==> config.mk <==
export PLATFORM = sky130hd
export DESIGN_NAME = julia_escape_time
export DESIGN_NICKNAME = d
export VERILOG_FILES = /design/src/rtl/jet_pkg.sv /design/src/rtl/julia_escape_time.sv
export VERILOG_INCLUDE_DIRS = /design/src /design/src/rtl
export SDC_FILE = /design/constraint.sdc
export NUM_CORES = 2
export LEC_CHECK = 0
export BUFFER_PORTS_ARGS = -buffer_cell sky130_fd_sc_hd__buf_2
export CELL_PAD_IN_SITES_DETAIL_PLACEMENT = 1
export CELL_PAD_IN_SITES_GLOBAL_PLACEMENT = 2
export CORE_UTILIZATION = 43
export CTS_BUF_LIST = sky130_fd_sc_hd__clkbuf_8
export DETAILED_ROUTE_END_ITERATION = 16
export GPL_ROUTABILITY_DRIVEN = 0
export PLACE_DENSITY = 0.95
export RECOVER_POWER = 100
export REMOVE_ABC_BUFFERS = 1
export SYNTH_ARGS = -nofsm -noshare
export SYNTH_HDL_FRONTEND = slang
export SYNTH_SLANG_ARGS = --single-unit
==> constraint.sdc <==
create_clock -name clk_i -period 13 [get_ports clk_i]
set_clock_uncertainty 0.1 [all_clocks]
set_input_delay 0.65 -clock clk_i [delete_from_list [all_inputs] [get_ports clk_i]]
set_output_delay 0.65 -clock clk_i [all_outputs]
set_load 0.1 [all_outputs]
==> src/rtl/julia_escape_time_defines.svh <==
// Assertion macros for the Julia escape-time block.
// Used by julia_escape_time.sv; expects clk_i and rst_ni in scope.
`ifndef JULIA_ESCAPE_TIME_DEFINES_SVH
`define JULIA_ESCAPE_TIME_DEFINES_SVH

// Same-cycle implication, checked out of reset.
`define JET_ASSERT_NOW(label, ante, cons, msg) \
  label: assert property (@(posedge clk_i) disable iff (!rst_ni) (ante) |-> (cons)) \
    else $error(msg);

// Next-cycle implication, checked out of reset.
`define JET_ASSERT_NEXT(label, ante, cons, msg) \
  label: assert property (@(posedge clk_i) disable iff (!rst_ni) (ante) |=> (cons)) \
    else $error(msg);

`endif

==> src/rtl/jet_pkg.sv <==
// Shared constants and helpers for the Julia escape-time block.
// No dependencies; imported by julia_escape_time.
`default_nettype none

package jet_pkg;

  localparam int unsigned FracBits = 28;
  localparam int unsigned CfgIdxW  = 3;
  localparam int unsigned CfgDataW = 31;

  // |z|^2 threshold 4.0 in Q8.56
  localparam logic [63:0] EscapeMag = 64'h0400_0000_0000_0000;

  localparam logic [CfgIdxW-1:0] RegCReal   = 3'd0;
  localparam logic [CfgIdxW-1:0] RegCImag   = 3'd1;
  localparam logic [CfgIdxW-1:0] RegStepRe  = 3'd2;
  localparam logic [CfgIdxW-1:0] RegStepIm  = 3'd3;
  localparam logic [CfgIdxW-1:0] RegMaxIter = 3'd4;

  // Clamp a 48-bit signed value to the signed 32-bit range.
  function automatic logic signed [31:0] sat48(input logic signed [47:0] v);
    logic hi_same;
    hi_same = (v[47:31] == {17{v[47]}});
    if (hi_same) begin
      return v[31:0];
    end else if (v[47]) begin
      return 32'sh8000_0000;
    end else begin
      return 32'sh7fff_ffff;
    end
  endfunction

endpackage

`default_nettype wire

==> src/rtl/julia_escape_time.sv <==
// Julia-set escape-time engine, signed Q4.28, one shared 32x32 multiplier.
// Depends on jet_pkg and julia_escape_time_defines.svh.
//
// Usage:
//   A transaction is accepted at a rising edge with start_i high and busy_o
//   low; pixel_x_i, pixel_y_i, origin_real_i and origin_imag_i are sampled
//   then. busy_o stays high while the point is worked on.
//   The result appears on iterations_o for exactly one cycle with done_o
//   high; the receiver cannot stall it. busy_o is low in that cycle, so the
//   next transaction may be accepted at its closing edge.
//   Configuration: cfg_we_i, cfg_idx_i, cfg_data_i write one register per
//   edge (0 c_real, 1 c_imag, 2 step_real, 3 step_imag, 4 max_iter); other
//   indexes are ignored. Write only while busy_o is low.
//   Setup runs ST_MUL_RE, ST_MUL_IM and ST_SET_IM; each iteration runs
//   ST_MUL_RR, ST_MUL_II, ST_MUL_RI and ST_UPDATE. The point ends in ST_MUL_RR
//   at the limit or in ST_MUL_RI on escape; no new transaction is accepted
//   before then. Each iteration runs re*re, im*im and re*im through the multiplier.
//   Reset: asynchronous, active low; returns to idle and loads the default
//   register values. No memories, so no clearing pass.
`default_nettype none
`include "julia_escape_time_defines.svh"

module julia_escape_time
  import jet_pkg::*;
#(
  parameter int unsigned COORD_BITS = 10
) (
  input  wire logic                          clk_i,
  input  wire logic                          rst_ni,
  input  wire logic                          start_i,
  output      logic                          busy_o,
  input  wire logic [COORD_BITS-1:0]         pixel_x_i,
  input  wire logic [COORD_BITS-1:0]         pixel_y_i,
  input  wire logic signed [31:0]            origin_real_i,
  input  wire logic signed [31:0]            origin_imag_i,
  output      logic                          done_o,
  output      logic [7:0]                    iterations_o,
  input  wire logic                          cfg_we_i,
  input  wire logic [CfgIdxW-1:0]            cfg_idx_i,
  input  wire logic [CfgDataW-1:0]           cfg_data_i
);

  typedef enum logic [2:0] {
    ST_IDLE,
    ST_MUL_RE,
    ST_MUL_IM,
    ST_SET_IM,
    ST_MUL_RR,
    ST_MUL_II,
    ST_MUL_RI,
    ST_UPDATE
  } state_e;

  state_e state_q;

  logic signed [30:0] c_re_q, c_im_q;
  logic signed [28:0] step_re_q, step_im_q;
  logic [7:0]         max_iter_q;

  logic [COORD_BITS-1:0] px_q, py_q;
  logic signed [31:0]    ore_q, oim_q;
  logic signed [31:0]    re_q, im_q;
  logic signed [63:0]    prod_q, rr_q, diff_q;
  logic [7:0]            cnt_q;
  logic                  done_q;
  logic [7:0]            iter_q;

  logic signed [31:0] mul_a, mul_b;
  logic signed [63:0] prod_d;
  logic [63:0]        mag;
  logic signed [31:0] re_start, im_start, re_next, im_next;

  always_comb begin
    mul_a = '0;
    mul_b = '0;
    case (state_q)
      ST_MUL_RE: begin
        mul_a = 32'(step_re_q);
        mul_b = $signed({{(32-COORD_BITS){1'b0}}, px_q});
      end
      ST_MUL_IM: begin
        mul_a = 32'(step_im_q);
        mul_b = $signed({{(32-COORD_BITS){1'b0}}, py_q});
      end
      ST_MUL_RR: begin
        mul_a = re_q;
        mul_b = re_q;
      end
      ST_MUL_II: begin
        mul_a = im_q;
        mul_b = im_q;
      end
      ST_MUL_RI: begin
        mul_a = re_q;
        mul_b = im_q;
      end
      default: begin
        mul_a = '0;
        mul_b = '0;
      end
    endcase
  end

  assign prod_d = mul_a * mul_b;
  assign mag    = rr_q + prod_q;

  assign re_start = sat48($signed({{16{ore_q[31]}}, ore_q}) + $signed(prod_q[47:0]));
  assign im_start = sat48($signed({{16{oim_q[31]}}, oim_q}) + $signed(prod_q[47:0]));

  assign re_next = sat48($signed({{12{diff_q[63]}}, diff_q[63:FracBits]})
                       + $signed({{17{c_re_q[30]}}, c_re_q}));
  assign im_next = sat48($signed({{11{prod_q[63]}}, prod_q[63:FracBits-1]})
                       + $signed({{17{c_im_q[30]}}, c_im_q}));

  always_ff @(posedge clk_i or negedge rst_ni) begin
    if (!rst_ni) begin
      state_q    <= ST_IDLE;
      done_q     <= 1'b0;
      cnt_q      <= '0;
      c_re_q     <= -31'sd107374182;
      c_im_q     <= 31'sd161061274;
      step_re_q  <= 29'sd1342177;
      step_im_q  <= -29'sd1230329;
      max_iter_q <= 8'd60;
    end else begin
      done_q <= 1'b0;
      prod_q <= prod_d;
      if (cfg_we_i) begin
        case (cfg_idx_i)
          RegCReal:   c_re_q     <= cfg_data_i[30:0];
          RegCImag:   c_im_q     <= cfg_data_i[30:0];
          RegStepRe:  step_re_q  <= cfg_data_i[28:0];
          RegStepIm:  step_im_q  <= cfg_data_i[28:0];
          RegMaxIter: max_iter_q <= cfg_data_i[7:0];
          default: ;
        endcase
      end
      case (state_q)
        ST_IDLE: begin
          if (start_i) begin
            px_q    <= pixel_x_i;
            py_q    <= pixel_y_i;
            ore_q   <= origin_real_i;
            oim_q   <= origin_imag_i;
            state_q <= ST_MUL_RE;
          end
        end
        ST_MUL_RE: begin
          state_q <= ST_MUL_IM;
        end
        ST_MUL_IM: begin
          re_q    <= re_start;
          state_q <= ST_SET_IM;
        end
        ST_SET_IM: begin
          im_q    <= im_start;
          cnt_q   <= '0;
          state_q <= ST_MUL_RR;
        end
        ST_MUL_RR: begin
          if (cnt_q == max_iter_q) begin
            done_q  <= 1'b1;
            iter_q  <= cnt_q;
            state_q <= ST_IDLE;
          end else begin
            state_q <= ST_MUL_II;
          end
        end
        ST_MUL_II: begin
          rr_q    <= prod_q;
          state_q <= ST_MUL_RI;
        end
        ST_MUL_RI: begin
          diff_q <= rr_q - prod_q;
          if (mag >= EscapeMag) begin
            done_q  <= 1'b1;
            iter_q  <= cnt_q;
            state_q <= ST_IDLE;
          end else begin
            state_q <= ST_UPDATE;
          end
        end
        ST_UPDATE: begin
          re_q    <= re_next;
          im_q    <= im_next;
          cnt_q   <= cnt_q + 8'd1;
          state_q <= ST_MUL_RR;
        end
        default: begin
          state_q <= ST_IDLE;
        end
      endcase
    end
  end

  assign busy_o       = (state_q != ST_IDLE);
  assign done_o       = done_q;
  assign iterations_o = iter_q;

  `JET_ASSERT_NOW(a_count_in_limit, done_o, iterations_o <= max_iter_q,
                  "iteration count above limit")
  `JET_ASSERT_NEXT(a_start_busy, start_i && !busy_o, busy_o,
                   "accepted transaction did not raise busy")
  `JET_ASSERT_NEXT(a_done_single, done_o, !done_o, "result strobe held over two cycles")
  `JET_ASSERT_NOW(a_update_below_limit, state_q == ST_UPDATE, cnt_q < max_iter_q,
                  "update step past iteration limit")

endmodule

`default_nettype wire
==> impl_results.rst <==
.. list-table::
   :header-rows: 1

   * - Metric
     - Value
   * - Detail Route Antenna Nets
     - 0
   * - Hold slack
     - roughly 0.10 ns
   * - Area leader, netlist
     - sky130_fd_sc_hd__fa_1
   * - Placement row count
     - 145
   * - Maximum clock rate
     - 0.07916 GHz
   * - Count of boundary I/O pins
     - 132
   * - Via count of the first global-routing pass
     - 62160
   * - Maximum clock insertion buffer count
     - 3
   * - CTS tree
     - yes
   * - Path type of the worst setup path
     - flop to flop
   * - Count of nets after finishing
     - 8941
   * - Maximum fanout count along the critical path
     - 40
   * - Floorplan die area
     - 159400 um2
   * - Worst setup EP type
     - flop
   * - Data required time of the critical path
     - 13.38 ns
   * - Top area cells in the synthesized netlist
     - sky130_fd_sc_hd__fa_1, sky130_fd_sc_hd__edfxtp_1, sky130_fd_sc_hd__ha_1, sky130_fd_sc_hd__inv_1, sky130_fd_sc_hd__nor2_1
   * - Summed negative setup slack over all endpoints
     - 0 ns
   * - Area of all sequential standard cells
     - around 13000 um2
   * - Minimum clock period
     - 12.63 ns
   * - First-iteration detailed-routing DRC count
     - around 5300
   * - Netlist Area Pre-Place
     - just under 70000 um2
   * - Library cell appearing most often on the critical path
     - sky130_fd_sc_hd__fa_1
   * - RSZ-0062 raised after global routing
     - no
   * - Clock root cell
     - sky130_fd_sc_hd__clkbuf_8
   * - Clock latency reported for the late side of the worst-skew pair
     - 0.80 ns
   * - Count of fill cells added during filler insertion
     - 17850
   * - Delay of the slowest critical-path stage
     - about 0.90 ns
   * - Core area
     - 156400 um2
   * - First-pass GRT wire length
     - 391400 um
   * - Synthesized instance count
     - about 7100
   * - Post-DP HPWL
     - roughly 200000 um
   * - Final Hold Fails
     - 0
   * - Status
     - complete, but fails checks
   * - Area after detailed placement
     - 70940 um2
   * - Synthesized flop and latch total
     - 460
   * - Async set-or-reset flop fraction in the synthesized netlist
     - 0.3043
   * - Slack of the critical path
     - 0.3673 ns
   * - Pre-CTS setup slack
     - 0.8801 ns
   * - Number of pins with negative max-slew slack in the final report
     - 645
   * - Worst-Margin Slew
     - 3.967 ns
   * - Worst EP arrival
     - 13.01 ns
   * - Netlist cell types
     - 101
   * - Yosys warnings
     - 0
   * - Max-cap violation count
     - 18
   * - First-pass DRT Iterations
     - 5
   * - Violations in the final reports
     - capacitance limit, slew limit
   * - Commonest cells post-synth
     - sky130_fd_sc_hd__inv_1, sky130_fd_sc_hd__fa_1, sky130_fd_sc_hd__nor2_1
   * - Startpoint type of the worst setup path
     - flop
   * - Predominant post-synthesis flop cell
     - sky130_fd_sc_hd__edfxtp_1
   * - Overall fraction of global-route tracks in use
     - 0.3316
   * - Cell family with the largest share of critical-path delay
     - compound AO/OA/AOI/OAI gates
   * - Slowest cell on the critical path
     - sky130_fd_sc_hd__clkbuf_1
   * - Number of DRC violations after detailed routing
     - 0
   * - Vias per cell
     - just over 6
   * - Setup-failing EPs final
     - 0
   * - Area share of the leading cell type in the synthesized netlist
     - 0.3207
   * - Worst Hold Class
     - primary input to flop
   * - Number of antenna violations at the first check in global routing
     - 15
   * - Post-route clock period utilization
     - 0.9717
   * - Final non-filler cell area
     - 73190 um2
   * - Count of flip-flops with a built-in enable after synthesis
     - 320
   * - Library cell with the highest instance count after synthesis
     - sky130_fd_sc_hd__inv_1
   * - Vertical extent of the die
     - 399.2 um
   * - Fraction of layout cells with a size suffix above 1
     - 0.08458
   * - Initial core utilization
     - 0.4338
   * - Area growth from synthesis to final layout
     - 7.867%
   * - Avg Inst Size Synth
     - 9.490 um2
   * - Detailed-route wire length per cell
     - 28.02 um
   * - Combined area of the multi-input logic cells
     - between 40000 and 50000 um2
   * - Deepest level of the CTS H-tree
     - 3
   * - Buffers and inverters on the worst path
     - 8
   * - Seq/Total Area, Yosys
     - 0.1944
   * - CTS buffer count
     - roughly 90
   * - Total gr overflow
     - 0
   * - Pin count of the biggest net entering global routing
     - 75
   * - Die X-Extent
     - roughly 400 um
   * - Slew margin rel.
     - -1.645
   * - PortBufs
     - 131
   * - Clk sink count
     - 460
   * - Worst-path clk slew
     - 0.07 ns
   * - Total via count in the routed design
     - 56680
   * - Post-Route WL
     - roughly 260000 um
==> final timing paths <==
| check | cells past startpoint | end | start | slack [ns] |
|---|---|---|---|---|
| worst max-delay path | 33 | prod_q[63] | state_q[1] | 0.37 |
| worst min-delay path | 1 | px_q[9] | pixel_x_i[9] | 0.10 |
| worst max register to register | 33 | prod_q[63] | state_q[1] | 0.37 |
| worst min register to register | 1 | step_re_q[2] | step_re_q[2] | 0.41 |
| max in group asynchronous | 4 | c_im_q[5] | rst_ni | 4.22 |
| min in group asynchronous | 2 | c_re_q[2] | rst_ni | 1.82 |
==> repair_timing <==
item,in CTS,in global routing
setup buffers,0,0
hold buffers,82,2
resized for setup,0,0
endpoints found under the hold margin,99,2
==> flip-flops by register name, summed over array words and instances (netlist names), 31 cells and up <==
name and count:
im_q 32, oim_q 32, diff_q 36, c_im_q 31, re_q 32, c_re_q 31
ore_q 32, prod_q 64, rr_q 64
==> cells by family (layout without fill, tap and decap cells) <==
logic type                 Yosys count  count (layout)  share of synthesized area
AOI/OAI and AO/OA                 1300            1300                     0.1302
adders and majority gates         1565            1565                     0.4089
and+or+nand+nor                   1930            1930                     0.1248
other                                0               6                          0
xor gates and xnor gates           261             261                    0.03369
DFF                                460             460                     0.1944
buffers and inverters             1495            1676                    0.08522
muxes                              138             138                    0.02272
==> final cells by class <==
| cell class | instances | area share |
|---|---|---|
| Clock inverter | 67 | 0.006856 |
| Inverter | 1186 | 0.06083 |
| Antenna cell | 6 | 0.0002052 |
| Multi-Input combinational cell | 5194 | 0.6681 |
| Timing Repair Buffer | 324 | 0.02987 |
| Tap cell | 2058 | 0.03518 |
| Sequential cell | 460 | 0.1803 |
| Clock buffer | 99 | 0.01862 |
==> routing by layer <==
metal,track usage,share of wire,wire (um),up-vias
met3,0.07253,0.089,23300,1020
li1,-,-,-,23530
met1,0.3959,0.37,96800,29190
met4,0.2355,0.087,22800,12
met2,0.5308,0.46,120200,2932
met5,0,0.00033,88,-
==> layout by cell type (no fill, tap or decap), types with 41 or more instances in the layout <==
cell / n
sky130_fd_sc_hd__fa_1: 1087
sky130_fd_sc_hd__nand2_1: 714
sky130_fd_sc_hd__a21o_1: 158
sky130_fd_sc_hd__a21oi_1: 403
sky130_fd_sc_hd__o21bai_1: 52
sky130_fd_sc_hd__ha_1: 478
sky130_fd_sc_hd__inv_1: 1212
sky130_fd_sc_hd__buf_2: 86
sky130_fd_sc_hd__xor2_1: 89
sky130_fd_sc_hd__dfstp_2: 64
sky130_fd_sc_hd__a221oi_1: 46
sky130_fd_sc_hd__o21ai_0: 175
sky130_fd_sc_hd__buf_4: 85
sky130_fd_sc_hd__nand3_1: 82
sky130_fd_sc_hd__nand2b_1: 69
sky130_fd_sc_hd__a211oi_1: 55
sky130_fd_sc_hd__edfxtp_1: 320
sky130_fd_sc_hd__clkbuf_1: 67
sky130_fd_sc_hd__nor3_1: 79
sky130_fd_sc_hd__nand4_1: 41
sky130_fd_sc_hd__dfrtp_1: 74
sky130_fd_sc_hd__clkbuf_8: 99
sky130_fd_sc_hd__dlygate4sd3_1: 84
sky130_fd_sc_hd__xnor2_1: 172
sky130_fd_sc_hd__mux2_2: 113
sky130_fd_sc_hd__nor2_1: 747
==> metrics by stage <==
stage          utilization  std cells
4_1_cts             0.4708       9386
3_5_place_dp        0.4536       9138
3_3_place_gp        0.4536       9138
5_1_grt             0.4679       9390
2_1_floorplan            -       6840
6_report            0.4680       9394
Power is not shown: default switching activity piles up to over one toggle a cycle in this logic, so the estimate is an artifact.
